===== src/design/gen_pkg.sv =====
// Shared constants, event code tables and control types of the gamepad event normaliser.
`timescale 1ns / 1ps
`default_nettype none
package gen_pkg;

  localparam int VALUE_BITS_DEF = 16;
  localparam int RAW_W          = 32;
  localparam int CFG_IDX_W      = 3;
  localparam int CFG_DATA_W     = 32;
  localparam int NUM_BUTTONS    = 16;
  localparam int NUM_AXES       = 4;
  localparam int PRESENT_W      = 6;

  // Configuration register indexes
  localparam logic [CFG_IDX_W-1:0] CFG_STICK_MIN    = 3'd0;
  localparam logic [CFG_IDX_W-1:0] CFG_STICK_MAX    = 3'd1;
  localparam logic [CFG_IDX_W-1:0] CFG_TRIGGER_MIN  = 3'd2;
  localparam logic [CFG_IDX_W-1:0] CFG_TRIGGER_MAX  = 3'd3;
  localparam logic [CFG_IDX_W-1:0] CFG_AXIS_PRESENT = 3'd4;

  // Event classes
  localparam logic [4:0] EV_SYNC = 5'd0;
  localparam logic [4:0] EV_KEY  = 5'd1;
  localparam logic [4:0] EV_ABS  = 5'd3;

  // Sync and absolute axis codes
  localparam logic [9:0] SYN_END    = 10'd0;
  localparam logic [9:0] ABS_X      = 10'd0;
  localparam logic [9:0] ABS_Y      = 10'd1;
  localparam logic [9:0] ABS_Z      = 10'd2;
  localparam logic [9:0] ABS_RZ     = 10'd5;
  localparam logic [9:0] ABS_GAS    = 10'd9;
  localparam logic [9:0] ABS_BRK    = 10'd10;
  localparam logic [9:0] ABS_HAT_X  = 10'd16;
  localparam logic [9:0] ABS_HAT_Y  = 10'd17;

  // Bits of the axis presence register
  localparam int PRES_X     = 0;
  localparam int PRES_Y     = 1;
  localparam int PRES_Z     = 2;
  localparam int PRES_RZ    = 3;
  localparam int PRES_GAS   = 4;
  localparam int PRES_BRAKE = 5;

  // Standard button numbers
  localparam logic [3:0] BTN_LT   = 4'd6;
  localparam logic [3:0] BTN_RT   = 4'd7;
  localparam logic [3:0] BTN_UP   = 4'd12;
  localparam logic [3:0] BTN_LEFT = 4'd14;

  // Stick slots
  localparam logic [1:0] AX_LX = 2'd0;
  localparam logic [1:0] AX_LY = 2'd1;
  localparam logic [1:0] AX_RX = 2'd2;
  localparam logic [1:0] AX_RY = 2'd3;

  // Trigger slots handed to the scaler
  localparam logic [1:0] TRG_LEFT  = 2'd0;
  localparam logic [1:0] TRG_RIGHT = 2'd1;

  localparam int KEY_ENTRIES = 17;

  localparam logic [9:0] KEY_CODES [KEY_ENTRIES] = '{
    10'd304, 10'd305, 10'd307, 10'd308, 10'd310, 10'd311, 10'd312, 10'd313,
    10'd314, 10'd315, 10'd317, 10'd318, 10'd17, 10'd16, 10'd10, 10'd9, 10'd158
  };

  localparam logic [3:0] KEY_IDS [KEY_ENTRIES] = '{
    4'd0, 4'd1, 4'd2, 4'd3, 4'd4, 4'd5, 4'd6, 4'd7,
    4'd8, 4'd9, 4'd10, 4'd11, 4'd12, 4'd14, 4'd6, 4'd7, 4'd8
  };

  typedef struct packed {
    logic       hit;
    logic [3:0] id;
  } key_hit_t;

  typedef struct packed {
    logic signed [RAW_W-1:0] stick_min;
    logic signed [RAW_W-1:0] stick_max;
    logic signed [RAW_W-1:0] trigger_min;
    logic signed [RAW_W-1:0] trigger_max;
  } range_cfg_t;

  typedef struct packed {
    logic       go;
    logic       trig;
    logic [1:0] idx;
  } scl_cmd_t;

  typedef struct packed {
    logic       busy;
    logic       done;
    logic       trig;
    logic [1:0] idx;
  } scl_stat_t;

  // Key code to button number; codes are unique so the order of the scan is immaterial.
  function automatic key_hit_t key_lookup(input logic [9:0] code);
    key_hit_t r;
    r.hit = 1'b0;
    r.id  = 4'd0;
    for (int i = 0; i < KEY_ENTRIES; i++) begin
      if (KEY_CODES[i] == code) begin
        r.hit = 1'b1;
        r.id  = KEY_IDS[i];
      end
    end
    return r;
  endfunction

endpackage
`default_nettype wire


===== src/design/gamepad_event_normalizer.sv =====
// Top level: event decode, button and axis state, report register and configuration.
// Key, hat, ignored and sync events are handled without the scaler; a sync report
// appears on the output register in the cycle after the sync event is accepted. A
// present stick or trigger event keeps the input stalled while the scaler is busy,
// which includes the restoring divider that yields one quotient bit a cycle; an empty
// range skips the divider. Synchronous active-low reset restores the range defaults
// and clears all levels, change flags and the output valid flag.
`timescale 1ns / 1ps
`default_nettype none
module gamepad_event_normalizer
  import gen_pkg::*;
#(
  parameter int VALUE_BITS = VALUE_BITS_DEF
) (
  input  wire logic                          clk,
  input  wire logic                          rst_n,
  input  wire logic                          in_valid,
  output logic                               in_stall,
  input  wire logic [4:0]                    in_event_type,
  input  wire logic [9:0]                    in_event_code,
  input  wire logic signed [RAW_W-1:0]       in_event_value,
  output logic                               out_valid,
  input  wire logic                          out_stall,
  output logic                               out_buttons_changed,
  output logic                               out_axes_changed,
  output logic [NUM_BUTTONS-1:0]             out_button_mask,
  output logic [VALUE_BITS-2:0]              out_left_trigger,
  output logic [VALUE_BITS-2:0]              out_right_trigger,
  output logic signed [VALUE_BITS-1:0]       out_left_x,
  output logic signed [VALUE_BITS-1:0]       out_left_y,
  output logic signed [VALUE_BITS-1:0]       out_right_x,
  output logic signed [VALUE_BITS-1:0]       out_right_y,
  input  wire logic                          cfg_we,
  input  wire logic [CFG_IDX_W-1:0]          cfg_index,
  input  wire logic [CFG_DATA_W-1:0]         cfg_data
);

  localparam int QW = VALUE_BITS - 1;
  localparam logic [QW-1:0] LEVEL_FULL = '1;

  range_cfg_t               rng_r, rng_nxt;
  logic [PRESENT_W-1:0]     present_r, present_nxt;
  logic [NUM_BUTTONS-1:0]   btn_on_r, btn_on_nxt;
  logic [QW-1:0]            lt_r, lt_nxt;
  logic [QW-1:0]            rt_r, rt_nxt;
  logic signed [VALUE_BITS-1:0] axis_r [NUM_AXES];
  logic signed [VALUE_BITS-1:0] axis_nxt [NUM_AXES];
  logic                     bdirty_r, bdirty_nxt;
  logic                     adirty_r, adirty_nxt;

  logic                     out_valid_r, out_valid_nxt;
  logic                     o_bch_r, o_ach_r;
  logic [NUM_BUTTONS-1:0]   o_mask_r;
  logic [QW-1:0]            o_lt_r, o_rt_r;
  logic signed [VALUE_BITS-1:0] o_axis_r [NUM_AXES];
  logic                     load_out;

  logic                     accept;
  key_hit_t                 key;
  logic                     key_on;
  logic [3:0]               hat_base;
  logic [3:0]               hat_next;
  scl_cmd_t                 cmd;
  scl_stat_t                stat;
  logic signed [VALUE_BITS-1:0] scl_result;
  logic [QW-1:0]            trg_level;

  gen_scaler #(.VALUE_BITS(VALUE_BITS)) u_scaler (
    .clk      (clk),
    .rst_n    (rst_n),
    .cmd      (cmd),
    .value_in (in_event_value),
    .rng      (rng_r),
    .stat     (stat),
    .result   (scl_result)
  );

  assign in_stall  = stat.busy || (out_valid_r && out_stall);
  assign accept    = in_valid && !in_stall;
  assign key       = key_lookup(in_event_code);
  assign key_on    = (in_event_value != '0);
  assign hat_base  = (in_event_code == ABS_HAT_Y) ? BTN_UP : BTN_LEFT;
  assign hat_next  = hat_base + 4'd1;
  assign trg_level = scl_result[QW-1:0];

  always_comb begin
    rng_nxt     = rng_r;
    present_nxt = present_r;
    btn_on_nxt  = btn_on_r;
    lt_nxt      = lt_r;
    rt_nxt      = rt_r;
    axis_nxt    = axis_r;
    bdirty_nxt  = bdirty_r;
    adirty_nxt  = adirty_r;
    cmd         = '0;
    load_out    = 1'b0;

    if (cfg_we) begin
      unique case (cfg_index)
        CFG_STICK_MIN:    rng_nxt.stick_min   = cfg_data;
        CFG_STICK_MAX:    rng_nxt.stick_max   = cfg_data;
        CFG_TRIGGER_MIN:  rng_nxt.trigger_min = cfg_data;
        CFG_TRIGGER_MAX:  rng_nxt.trigger_max = cfg_data;
        CFG_AXIS_PRESENT: present_nxt         = cfg_data[PRESENT_W-1:0];
        default: begin
        end
      endcase
    end

    if (accept) begin
      priority if (in_event_type == EV_SYNC) begin
        if (in_event_code == SYN_END) begin
          load_out   = 1'b1;
          bdirty_nxt = 1'b0;
          adirty_nxt = 1'b0;
        end
      end else if (in_event_type == EV_KEY) begin
        if (key.hit) begin
          btn_on_nxt[key.id] = key_on;
          if (key.id == BTN_LT) begin
            lt_nxt = key_on ? LEVEL_FULL : '0;
          end
          if (key.id == BTN_RT) begin
            rt_nxt = key_on ? LEVEL_FULL : '0;
          end
          bdirty_nxt = 1'b1;
        end
      end else if (in_event_type == EV_ABS) begin
        priority if (in_event_code == ABS_GAS) begin
          cmd.go   = present_r[PRES_GAS];
          cmd.trig = 1'b1;
          cmd.idx  = TRG_RIGHT;
        end else if (in_event_code == ABS_BRK) begin
          cmd.go   = present_r[PRES_BRAKE];
          cmd.trig = 1'b1;
          cmd.idx  = TRG_LEFT;
        end else if ((in_event_code == ABS_HAT_X) || (in_event_code == ABS_HAT_Y)) begin
          // Negative selects up or left, positive down or right.
          btn_on_nxt[hat_base] = key_on && in_event_value[RAW_W-1];
          btn_on_nxt[hat_next] = key_on && !in_event_value[RAW_W-1];
          bdirty_nxt           = 1'b1;
        end else if (in_event_code == ABS_X) begin
          cmd.go  = present_r[PRES_X];
          cmd.idx = AX_LX;
        end else if (in_event_code == ABS_Y) begin
          cmd.go  = present_r[PRES_Y];
          cmd.idx = AX_LY;
        end else if (in_event_code == ABS_Z) begin
          cmd.go  = present_r[PRES_Z];
          cmd.idx = AX_RX;
        end else if (in_event_code == ABS_RZ) begin
          cmd.go  = present_r[PRES_RZ];
          cmd.idx = AX_RY;
        end else begin
          // Other axis codes leave the state alone.
        end
      end else begin
        // Other event classes are ignored.
      end
    end

    if (stat.done) begin
      if (stat.trig) begin
        if (stat.idx == TRG_LEFT) begin
          lt_nxt             = trg_level;
          btn_on_nxt[BTN_LT] = (trg_level != '0);
        end else begin
          rt_nxt             = trg_level;
          btn_on_nxt[BTN_RT] = (trg_level != '0);
        end
        bdirty_nxt = 1'b1;
      end else begin
        axis_nxt[stat.idx] = scl_result;
        adirty_nxt         = 1'b1;
      end
    end
  end

  always_comb begin
    if (load_out) begin
      out_valid_nxt = 1'b1;
    end else if (out_stall) begin
      out_valid_nxt = out_valid_r;
    end else begin
      out_valid_nxt = 1'b0;
    end
  end

  always_ff @(posedge clk) begin
    if (!rst_n) begin
      rng_r.stick_min   <= -32'sd32768;
      rng_r.stick_max   <= 32'sd32767;
      rng_r.trigger_min <= 32'sd0;
      rng_r.trigger_max <= 32'sd255;
      present_r         <= '0;
      btn_on_r          <= '0;
      lt_r              <= '0;
      rt_r              <= '0;
      for (int i = 0; i < NUM_AXES; i++) begin
        axis_r[i] <= '0;
      end
      bdirty_r    <= 1'b0;
      adirty_r    <= 1'b0;
      out_valid_r <= 1'b0;
    end else begin
      rng_r       <= rng_nxt;
      present_r   <= present_nxt;
      btn_on_r    <= btn_on_nxt;
      lt_r        <= lt_nxt;
      rt_r        <= rt_nxt;
      axis_r      <= axis_nxt;
      bdirty_r    <= bdirty_nxt;
      adirty_r    <= adirty_nxt;
      out_valid_r <= out_valid_nxt;
    end
  end

  // The report beat is a snapshot taken as the sync event is accepted.
  always_ff @(posedge clk) begin
    if (load_out) begin
      o_bch_r  <= bdirty_r;
      o_ach_r  <= adirty_r;
      o_mask_r <= btn_on_r;
      o_lt_r   <= lt_r;
      o_rt_r   <= rt_r;
      o_axis_r <= axis_r;
    end
  end

  assign out_valid           = out_valid_r;
  assign out_buttons_changed = o_bch_r;
  assign out_axes_changed    = o_ach_r;
  assign out_button_mask     = o_mask_r;
  assign out_left_trigger    = o_lt_r;
  assign out_right_trigger   = o_rt_r;
  assign out_left_x          = o_axis_r[AX_LX];
  assign out_left_y          = o_axis_r[AX_LY];
  assign out_right_x         = o_axis_r[AX_RX];
  assign out_right_y         = o_axis_r[AX_RY];

endmodule
`default_nettype wire


===== src/design/gen_alu.sv =====
// Shared signed adder and subtractor used by every step of the scaler.
`timescale 1ns / 1ps
`default_nettype none
module gen_alu #(
  parameter int W = 52
) (
  input  wire logic signed [W-1:0] a,
  input  wire logic signed [W-1:0] b,
  input  wire logic                sub,
  output logic signed [W-1:0]      y,
  output logic                     y_neg,
  output logic                     y_zero
);

  assign y      = sub ? (a - b) : (a + b);
  assign y_neg  = y[W-1];
  assign y_zero = (y == '0);

endmodule
`default_nettype wire


===== src/design/gen_scaler.sv =====
// Sequencer that normalises one stick or trigger value through the shared adder.
`timescale 1ns / 1ps
`default_nettype none
module gen_scaler
  import gen_pkg::*;
#(
  parameter int VALUE_BITS = VALUE_BITS_DEF
) (
  input  wire logic                         clk,
  input  wire logic                         rst_n,
  input  wire scl_cmd_t                     cmd,
  input  wire logic signed [RAW_W-1:0]      value_in,
  input  wire range_cfg_t                   rng,
  output scl_stat_t                         stat,
  output logic signed [VALUE_BITS-1:0]      result
);

  localparam int QW = VALUE_BITS - 1;
  localparam int W  = VALUE_BITS + 36;
  localparam int CW = $clog2(QW);

  localparam logic [3:0] S_IDLE = 4'd0;
  localparam logic [3:0] S_DEN  = 4'd1;
  localparam logic [3:0] S_SUM  = 4'd2;
  localparam logic [3:0] S_NUM  = 4'd3;
  localparam logic [3:0] S_CHI  = 4'd4;
  localparam logic [3:0] S_CLO  = 4'd5;
  localparam logic [3:0] S_MAG  = 4'd6;
  localparam logic [3:0] S_DZ1  = 4'd7;
  localparam logic [3:0] S_DZ2  = 4'd8;
  localparam logic [3:0] S_DZ3  = 4'd9;
  localparam logic [3:0] S_DZ4  = 4'd10;
  localparam logic [3:0] S_MUL1 = 4'd11;
  localparam logic [3:0] S_MUL2 = 4'd12;
  localparam logic [3:0] S_DIV  = 4'd13;
  localparam logic [3:0] S_DONE = 4'd14;

  logic [3:0]              st_r, st_nxt;
  logic signed [RAW_W-1:0] v_r, v_nxt;
  logic                    trig_r, trig_nxt;
  logic [1:0]              idx_r, idx_nxt;
  logic                    neg_r, neg_nxt;
  logic signed [W-1:0]     den_r, den_nxt;
  logic signed [W-1:0]     num_r, num_nxt;
  logic signed [W-1:0]     t_r, t_nxt;
  logic signed [W-1:0]     mag_r, mag_nxt;
  logic signed [W-1:0]     dsh_r, dsh_nxt;
  logic [QW-1:0]           q_r, q_nxt;
  logic [CW-1:0]           cnt_r, cnt_nxt;

  logic signed [W-1:0]     alu_a, alu_b, alu_y;
  logic                    alu_sub, alu_neg, alu_zero;

  logic signed [RAW_W-1:0] lo_raw, hi_raw;
  logic signed [W-1:0]     lo_x, hi_x, v2_x, mul_in;
  logic signed [VALUE_BITS-1:0] q_ext;

  gen_alu #(.W(W)) u_alu (
    .a      (alu_a),
    .b      (alu_b),
    .sub    (alu_sub),
    .y      (alu_y),
    .y_neg  (alu_neg),
    .y_zero (alu_zero)
  );

  assign lo_raw = trig_r ? rng.trigger_min : rng.stick_min;
  assign hi_raw = trig_r ? rng.trigger_max : rng.stick_max;
  assign lo_x   = {{(W-RAW_W){lo_raw[RAW_W-1]}}, lo_raw};
  assign hi_x   = {{(W-RAW_W){hi_raw[RAW_W-1]}}, hi_raw};
  assign v2_x   = {{(W-RAW_W-1){v_r[RAW_W-1]}}, v_r, 1'b0};
  // Triggers scale num+den, sticks scale twice the magnitude.
  assign mul_in = trig_r ? t_r : (mag_r <<< 1);

  always_comb begin
    alu_a   = '0;
    alu_b   = '0;
    alu_sub = 1'b1;
    unique case (st_r)
      S_DEN: begin
        alu_a = hi_x;
        alu_b = lo_x;
      end
      S_SUM: begin
        alu_a   = hi_x;
        alu_b   = lo_x;
        alu_sub = 1'b0;
      end
      S_NUM: begin
        alu_a = v2_x;
        alu_b = t_r;
      end
      S_CHI: begin
        alu_a = num_r;
        alu_b = den_r;
      end
      S_CLO: begin
        alu_a   = num_r;
        alu_b   = den_r;
        alu_sub = 1'b0;
      end
      S_MAG: begin
        alu_b = num_r;
      end
      S_DZ1: begin
        alu_a = mag_r <<< 10;
        alu_b = mag_r <<< 4;
      end
      S_DZ2: begin
        alu_a = num_r;
        alu_b = mag_r <<< 3;
      end
      S_DZ3: begin
        alu_a = num_r;
        alu_b = den_r <<< 3;
      end
      S_DZ4: begin
        alu_a = num_r;
        alu_b = den_r;
      end
      S_MUL1: begin
        alu_a = mul_in <<< QW;
        alu_b = mul_in;
      end
      S_MUL2: begin
        alu_a   = num_r;
        alu_b   = den_r;
        alu_sub = 1'b0;
      end
      S_DIV: begin
        alu_a = num_r;
        alu_b = dsh_r;
      end
      default: begin
        alu_a = '0;
      end
    endcase
  end

  always_comb begin
    st_nxt   = st_r;
    v_nxt    = v_r;
    trig_nxt = trig_r;
    idx_nxt  = idx_r;
    neg_nxt  = neg_r;
    den_nxt  = den_r;
    num_nxt  = num_r;
    t_nxt    = t_r;
    mag_nxt  = mag_r;
    dsh_nxt  = dsh_r;
    q_nxt    = q_r;
    cnt_nxt  = cnt_r;
    unique case (st_r)
      S_IDLE: begin
        if (cmd.go) begin
          v_nxt    = value_in;
          trig_nxt = cmd.trig;
          idx_nxt  = cmd.idx;
          st_nxt   = S_DEN;
        end
      end
      S_DEN: begin
        den_nxt = alu_y;
        st_nxt  = S_SUM;
      end
      S_SUM: begin
        t_nxt = alu_y;
        // An empty or inverted range gives zero without further work.
        if (den_r[W-1] || (den_r == '0)) begin
          q_nxt   = '0;
          neg_nxt = 1'b0;
          st_nxt  = S_DONE;
        end else begin
          st_nxt = S_NUM;
        end
      end
      S_NUM: begin
        num_nxt = alu_y;
        st_nxt  = S_CHI;
      end
      S_CHI: begin
        if (!alu_neg) begin
          num_nxt = den_r;
        end
        st_nxt = S_CLO;
      end
      S_CLO: begin
        // t_r now holds num+den, forced to zero when the low end clamps.
        t_nxt   = (alu_neg || alu_zero) ? '0 : alu_y;
        neg_nxt = num_r[W-1];
        st_nxt  = S_MAG;
      end
      S_MAG: begin
        if (neg_r) begin
          mag_nxt = (t_r == '0) ? den_r : alu_y;
        end else begin
          mag_nxt = num_r;
        end
        st_nxt = S_DZ1;
      end
      S_DZ1: begin
        num_nxt = alu_y;
        st_nxt  = S_DZ2;
      end
      S_DZ2: begin
        num_nxt = alu_y;
        st_nxt  = S_DZ3;
      end
      S_DZ3: begin
        num_nxt = alu_y;
        st_nxt  = S_DZ4;
      end
      S_DZ4: begin
        // Inside the dead zone the value behaves as a centred reading.
        if (alu_neg) begin
          mag_nxt = '0;
          t_nxt   = den_r;
        end
        st_nxt = S_MUL1;
      end
      S_MUL1: begin
        num_nxt = alu_y;
        st_nxt  = S_MUL2;
      end
      S_MUL2: begin
        num_nxt = alu_y;
        dsh_nxt = den_r <<< QW;
        q_nxt   = '0;
        cnt_nxt = CW'(QW - 1);
        st_nxt  = S_DIV;
      end
      S_DIV: begin
        if (!alu_neg) begin
          num_nxt = alu_y;
        end
        q_nxt   = {q_r[QW-2:0], ~alu_neg};
        dsh_nxt = dsh_r >>> 1;
        cnt_nxt = cnt_r - 1'b1;
        if (cnt_r == '0) begin
          st_nxt = S_DONE;
        end
      end
      S_DONE: begin
        st_nxt = S_IDLE;
      end
      default: begin
        st_nxt = S_IDLE;
      end
    endcase
  end

  always_ff @(posedge clk) begin
    if (!rst_n) begin
      st_r <= S_IDLE;
    end else begin
      st_r <= st_nxt;
    end
  end

  always_ff @(posedge clk) begin
    v_r    <= v_nxt;
    trig_r <= trig_nxt;
    idx_r  <= idx_nxt;
    neg_r  <= neg_nxt;
    den_r  <= den_nxt;
    num_r  <= num_nxt;
    t_r    <= t_nxt;
    mag_r  <= mag_nxt;
    dsh_r  <= dsh_nxt;
    q_r    <= q_nxt;
    cnt_r  <= cnt_nxt;
  end

  assign q_ext  = {1'b0, q_r};
  assign result = (!trig_r && neg_r) ? -q_ext : q_ext;

  assign stat.busy = (st_r != S_IDLE);
  assign stat.done = (st_r == S_DONE);
  assign stat.trig = trig_r;
  assign stat.idx  = idx_r;

endmodule
`default_nettype wire

===== config.mk =====
export PLATFORM = sky130hd
export DESIGN_NAME = gamepad_event_normalizer
export DESIGN_NICKNAME = d
export VERILOG_FILES = /design/src/design/gen_pkg.sv /design/src/design/gamepad_event_normalizer.sv /design/src/design/gen_alu.sv /design/src/design/gen_scaler.sv
export SDC_FILE = /design/constraint.sdc
export NUM_CORES = 2
export LEC_CHECK = 0
export ABC_AREA = 0
export BUFFER_PORTS_ARGS = -buffer_cell sky130_fd_sc_hd__buf_2
export CAP_MARGIN = 5
export CORE_ASPECT_RATIO = 0.9
export CORE_MARGIN = 1.5
export CORE_UTILIZATION = 25
export DETAILED_ROUTE_END_ITERATION = 7
export PLACE_DENSITY_LB_ADDON = 0.05
export SKIP_LAST_GASP = 1
export SLEW_MARGIN = 20
export SYNTH_ARGS = -nofsm -noshare
export SYNTH_HDL_FRONTEND = slang
export SYNTH_SLANG_ARGS = --single-unit

===== constraint.sdc =====
create_clock -name clk -period 19.45 [get_ports clk]
set_clock_uncertainty 0.1 [all_clocks]
set_input_delay 1.945 -clock clk [delete_from_list [all_inputs] [get_ports clk]]
set_output_delay 1.945 -clock clk [all_outputs]
set_load 0.02 [all_outputs]

Word-level counts from Yosys, hierarchy flattened --
Cells that the tools add are included. W data, S select, Z words.
Word-level totals: register bits after elaboration 677, latch bits 0, bits in writable memories 0, bits in read-only memories 0, input bits 87, word-level logic and storage cells 298, memories kept 0
Operators by class: add/sub/neg operators 5, multiply operators 0, divide/modulo/power cells 0, order comparisons 8, equal/unequal tests 56, shift-type cells 0, mux-type cells 125, bitwise gates (word level) 7, reductions and logical operators 58
Operators by type and width (count):
- $pmux W52 S9 | 1
- $mux W52 | 6
- $pmux W52 S3 | 2
- $mux W15 | 18
- $pmux W52 S5 | 1
- $logic_not A52 Y1 | 3
- $mux W51 | 3
- $mux W16 | 8
- $eq A9 B10 Y1 const A | 12
- $pmux W52 S2 | 1
- $pmux W51 S2 | 1
- $mux W5 | 17
- $bwmux W64 | 1
- $mux W32 | 2
- $pmux W4 S14 | 1
- $add A52 B52 Y52 | 1
- $sub A52 B52 Y52 | 1
- $bwmux W16 | 3
- $pmux W15 S3 | 1
- $mux W1 | 34
- $demux W16 S2 | 1
- $mux W4 | 8
- $reduce_bool A32 Y1 | 1
- $eq A4 B4 Y1 const B | 7
- other kinds (53) | 125

Depth between registers and ports, before layout --
depth in word-level cells 30, gate-level depth with buffers 29

Hierarchy --
A second synthesis with hierarchy kept.
Unflattened totals: cells, all modules 3490, area total of the unflattened synthesis 34655.7 µm²
Modules (own cells, without submodules):
- gen_scaler | times used 1, cells each 1529, area each 17581.9 µm², sequential area each 9509.1 µm²
- gamepad_event_normalizer | times used 1, cells each 1291, area each 12759.7 µm², sequential area each 8308.0 µm²
- gen_alu | times used 1, cells each 670, area each 4314.1 µm², sequential area each 0.0 µm²

Worst setup path before layout --
No wires, ideal clock.
path type register to register, start point register u_scaler.st_r[1], end point register u_scaler.num_r[0], enable pin, setup time 0.412 ns, data arrival time 7.135 ns, required time 18.938 ns, path slack 11.803 ns, stages on the path, launching flop included 27, buffers on the path 4, period minus slack after synthesis 7.647 ns, cells stage by stage dfxtp_1 > buf_6 > buf_6 > and3b_1 > buf_2 > a22o_1 > a221oi_4 > nand4_1 > or3_1 > buf_2 > nor3_1 > nand3_1 > nor2_1 > a21oi_1 > xor2_1 > ha_1 > a21o_1 > a21oi_1 > o21ai_0 > a221oi_1 > o211ai_1 > a31oi_1 > o311ai_0 > o211ai_1 > xnor3_2 > a21oi_1 > or3_1
Between the ends: word-level cells in the longest chain between the ends 7, elaborated cells on any way between the ends 27, those cells by class 2 x add/sub; 15 x eq/ne; 3 x mux; 7 x reduce/logical
Ends and longest elaborated chain:
- from (decl) | RTL line gen_scaler.sv:38 | logic [3:0] st_r, st_nxt;
- from (signal assigned) | RTL line gen_scaler.sv:256 | st_r <= st_nxt;
- $eq A4 B4 Y1 (tied with other cells) | RTL line gen_scaler.sv:79 | unique case (st_r)
- $reduce_or A7 Y1 (no source line) (tied with other cells)
- $pmux W52 S5 / $pmux W52 S9 (equally long branches) | RTL line gen_scaler.sv:79
- $sub A52 B52 Y52 / $add A52 B52 Y52 (equally long branches) | RTL line gen_alu.sv:15 | assign y = sub ? (a - b) : (a + b);
- $mux W52 (*) | RTL line gen_alu.sv:15
- via u_scaler.alu_neg | RTL line gen_scaler.sv:52 | logic alu_sub, alu_neg, alu_zero;
- $ne A2 B2 Y1 (no source line)
- $reduce_and A3 Y1 (no source line) (*)
- to (signal assigned) | RTL line gen_scaler.sv:266 | num_r <= num_nxt;
- to (decl) | RTL line gen_scaler.sv:44 | logic signed [W-1:0] num_r, num_nxt;
Mark *: on every way through the listed nets, which the timed path passes. The rest lies on a longest branch. A chain may end at the register's enable or synchronous reset.

Worst setup path in the final report --
start point register u_scaler.st_r[2], end point register u_scaler.num_r[15], enable pin
Same word-level chain as after synthesis.

==> summary.md <==
| Metric | Value |
|---|---|
| Largest family of logic cells by synthesized area | compound AO/OA/AOI/OAI gates |
| Cells on worst reg2reg path | 21 |
| Diodes inserted | 0 |
| RSZ-0062 raised after global routing | false |
| Site Rows | about 130 |
| Post-cts repair resize count | 0 |
| Post-synthesis xor/xnor area fraction | 2.71% |
| WL final | about 180000 µm |
| H-tree depth | 3 |
| Utilization after layout | between 20% and 30% |
| Drt drc | 2 |
| Initial DRC Count | 3404 |
| Root buf cell | clkbuf_16 |
| Max Cap Violations | 0 |
| Synth Area in Compound Gates | between 20% and 30% |
| Main flop type after synthesis | edfxtp_1 |
| Worst-path clk slew | 0.06 ns |
| Tightest Hold Check Type | reg -> reg |
| Initial antenna violation count | 4 |
| Vias per cell | 5.35 |
| Count of final setup violators | 0 |
| Post-Synth Adder-Cell Area | 1.93% |
| Delay-heaviest family, CP | simple AND/OR/NAND/NOR gates |
| Clk buf depth | 3 |
| Filler cell count | roughly 15000 |
| Vias in the first global route | 30278 |
| Slew Limit Fails | 0 |
| Async set-reset flop share out of synthesis | 0% |
| Reg-to-reg endpoint | u_scaler.num_r[15] |
| Avg Inst Size Synth | 9.62 µm² |
| Final Power | 3280 µW |
| Crit. Startpoint | u_scaler.st_r[2] |
| Failing checks | design-rule violations |
| First-pass GRT wire length | 247000 µm |
| Worst path bufs/invs | 3 |
| Run status | complete, but fails checks |
| Crit path cell chain | buf_4, and4b_1, buf_4, a22oi_1, o221ai_1, or4_1, nand4bb_1, nor3_1, a41oi_1, xnor2_1, ha_1, nand2_1, or3_1, o311ai_1, a31oi_1, o311ai_0, o211ai_1, xnor3_2, a21oi_1, or3_2, buf_4 |
| Die area | 149000 µm² |
| FF/Latch Area | 17800 µm² |
| Post-synth EDFFs | 426 |
| Syn_nets | 3959 |
| # nets final | 4069 |
| Most Crowded Layer GR | met2 |
| Proportion of synthesized area in mux cells | about 5.3% |
| Netlist cell types | 100 |
| Placed insts | 5794 |
| Power Density | 76.1 nW/µm² |
| Synth warnings | 0 |
| Slew HR | 17.3% |
| P_leak | 0.0169 µW |
| Worst r2r src | u_scaler.st_r[2] |
| Clk sinks | 677 |
| Slowest stage delay, CP | approximately 1.1 ns |
| GRT met3 Usage | 4.31% |
| Largest net degree at the start of global routing | 122 |
| CP most frequent cell | buf_4 |
| CTS tree | built |
| # hold bufs at CTS | 0 |
| Post-synthesis cell area | 36700 µm² |
| All-layer global routing usage | a little under a quarter |
| Crit-path max FO | a little under 50 |
| Post-synthesis sequential area ratio | 48.5% |
| Slew @ Worst Pin | 1.23 ns |
| Wirelength per Cell | 29.8 µm |
| FF+latch count, synth | ~680 |
| CORE AREA | 146000 µm² |
| Fin Setup TNS | 0 ns |
| Fin crit share | between 50% and 60% |
| Area grow syn2layout | 17.3% |
| Min cycle time layout | roughly 11 ns |
| Post-Syn Instances | 3816 |
| Post-DRT Antenna Nets | 0 |
| Chip Width | 407 µm |
| Hold Fails Final Rpt | 0 |
| Non-Filler Instances | between 5000 and 6000 |
| Met2 Use GR | 36.0% |
| Layout cells sized above 1 | 14.1% |
| Die height | 367 µm |
| Setup slack, reg-to-reg | 8.54 ns |
| Synth Area in Simple Gates | 16.9% |
| WS Path Type | reg -> reg |
| Setup crit end | u_scaler.num_r[15] |
| CP arrival | between 10 and 15 ns |
| Starting density of the core | 25.2% |
| Total grt overflow | 0 |
| DP HPWL | 128000 µm |
| M1 GR Usage | 32.9% |
| Critical path capture point type | flop |
| Crit path max-delay cell type | nor3_1 |
| Multi-input gate area | about 18000 µm² |
| Fmax | 91.7 MHz |
| Total number of vias | 31850 |
| Critical Path Source Type | flop |
| Setup bufs post-CTS | 0 |
| IO Pins | around 200 |
| Pre-antenna DRT Iters | 8 |
| CTS Buf Count | 87 |
| Worst Path Required | 19.67 ns |
| GPL Wtd Cong | 0.919 |
| I/O Buffers | 200 |
| Maximum vdd drop | 0.0578 mV |
| Clock Latency Late Sink | 0.72 ns |
| Critical path depth in cells | 21 |
| WHS | 0.309 ns |
## worst register-to-register path: cells and delay by family, from the launching register on
family,cells,cell delay (ns)
XOR/XNOR,2,0.79
buffers and inverters,3,1.59
AO/OA/AOI/OAI,8,2.90
AND/OR/NAND/NOR,7,4.04
adder cells (fa/ha/maj),1,0.44
flip-flops,1,0.58
## Yosys cell counts (72+ instances only)
master      n  area [µm²]
xnor2_1    72         631
nand2_1   678        2540
dfxtp_1   251        5020
nor2_1    230         863
a22oi_1   138        1040
nand3_1    90         450
o21ai_0   224        1120
a21boi_0   96         721
inv_1      86         323
edfxtp_1  426       12800
mux2i_1   138        1380
clkbuf_1  220         826
a21oi_1   135         676
## registers in the layout, summed over array words and instances, names as in the netlist, 32 cells and up
register,flops
u_scaler.mag_r,51
axis_r,64
u_scaler.t_r,52
u_scaler.v_r,32
u_scaler.den_r,52
u_scaler.num_r,52
u_scaler.dsh_r,52
rng_r,128
## final cells by class
class / instances / area share [%]
Inverter: 87 / 0.764
Sequential cell: 677 / 41.4
Tap cell: 1957 / 5.69
Clock inverter: 44 / 1.38
Clock buffer: 116 / 5.62
Timing Repair Buffer: 307 / 4.24
Multi-Input combinational cell: 2766 / 40.9
## routing by layer
| layer | vias up | wire, µm |
|---|---|---|
| met5 | - | 0 |
| met4 | 0 | 4480 |
| met3 | 212 | 12300 |
| met2 | 1303 | 79700 |
| met1 | 15978 | 80700 |
| li1 | 14357 | - |
## layout by cell type (no fill, tap or decap), drive strengths merged, types with 34 or more instances in the layout
cell    synthesis  final
nand2         679    679
edfxtp        426    426
buf            64    307
dfxtp         251    251
nor2          230    230
o21ai         229    229
a22oi         139    139
mux2i         138    138
a21oi         135    135
clkbuf        222    116
a21boi         96     96
nand3          90     90
inv            87     89
xnor2          72     72
o211a          58     58
nor3           57     57
ha             55     55
and2           55     55
o211ai         54     54
nor2b          52     52
nor4           50     50
mux2           49     49
a211oi         41     41
a31oi          41     41
xor2           39     39
a221oi         35     35
nand4          34     34
## cells by family (layout without fill, tap and decap cells)
group           count (synthesis)  in the layout
simple gates                 1353           1353
xor+xnor                      112            112
mux                           187            187
fa+ha+maj                      56             56
compound gates               1058           1058
buf+inv                       373            554
flops                         677            677
## stage by stage
stage               instance area [µm²]  setup slack (ns)
detailed placement                40000              8.70
global route                      43000              8.22
CTS                               43000              8.65
floorplan                         36700             11.80
finish                            43000              8.54
global placement                  40000              8.72
## how the worst min path moves through the flow
stage | start | to | slack [ns] | cells after the start
floorplan | btn_on_r[0] | out_button_mask[0] | 0.30 | 0
global placement | axis_r[16] | out_right_x[0] | 0.31 | 0
detailed placement | axis_r[16] | out_right_x[0] | 0.31 | 0
CTS | axis_r[12] | out_right_y[12] | 0.30 | 0
global route | axis_r[12] | out_right_y[12] | 0.34 | 0
finish | axis_r[12] | out_right_y[12] | 0.31 | 0
## where the power goes
part	leakage, µW	internal (µW)	switching [µW]
Clock	0.00147	994	702
Combinational	0.00941	19.4	40.5
Sequential	0.00606	1520	4.24
Total	0.0169	2530	747
(Power assumes the default switching activity.)
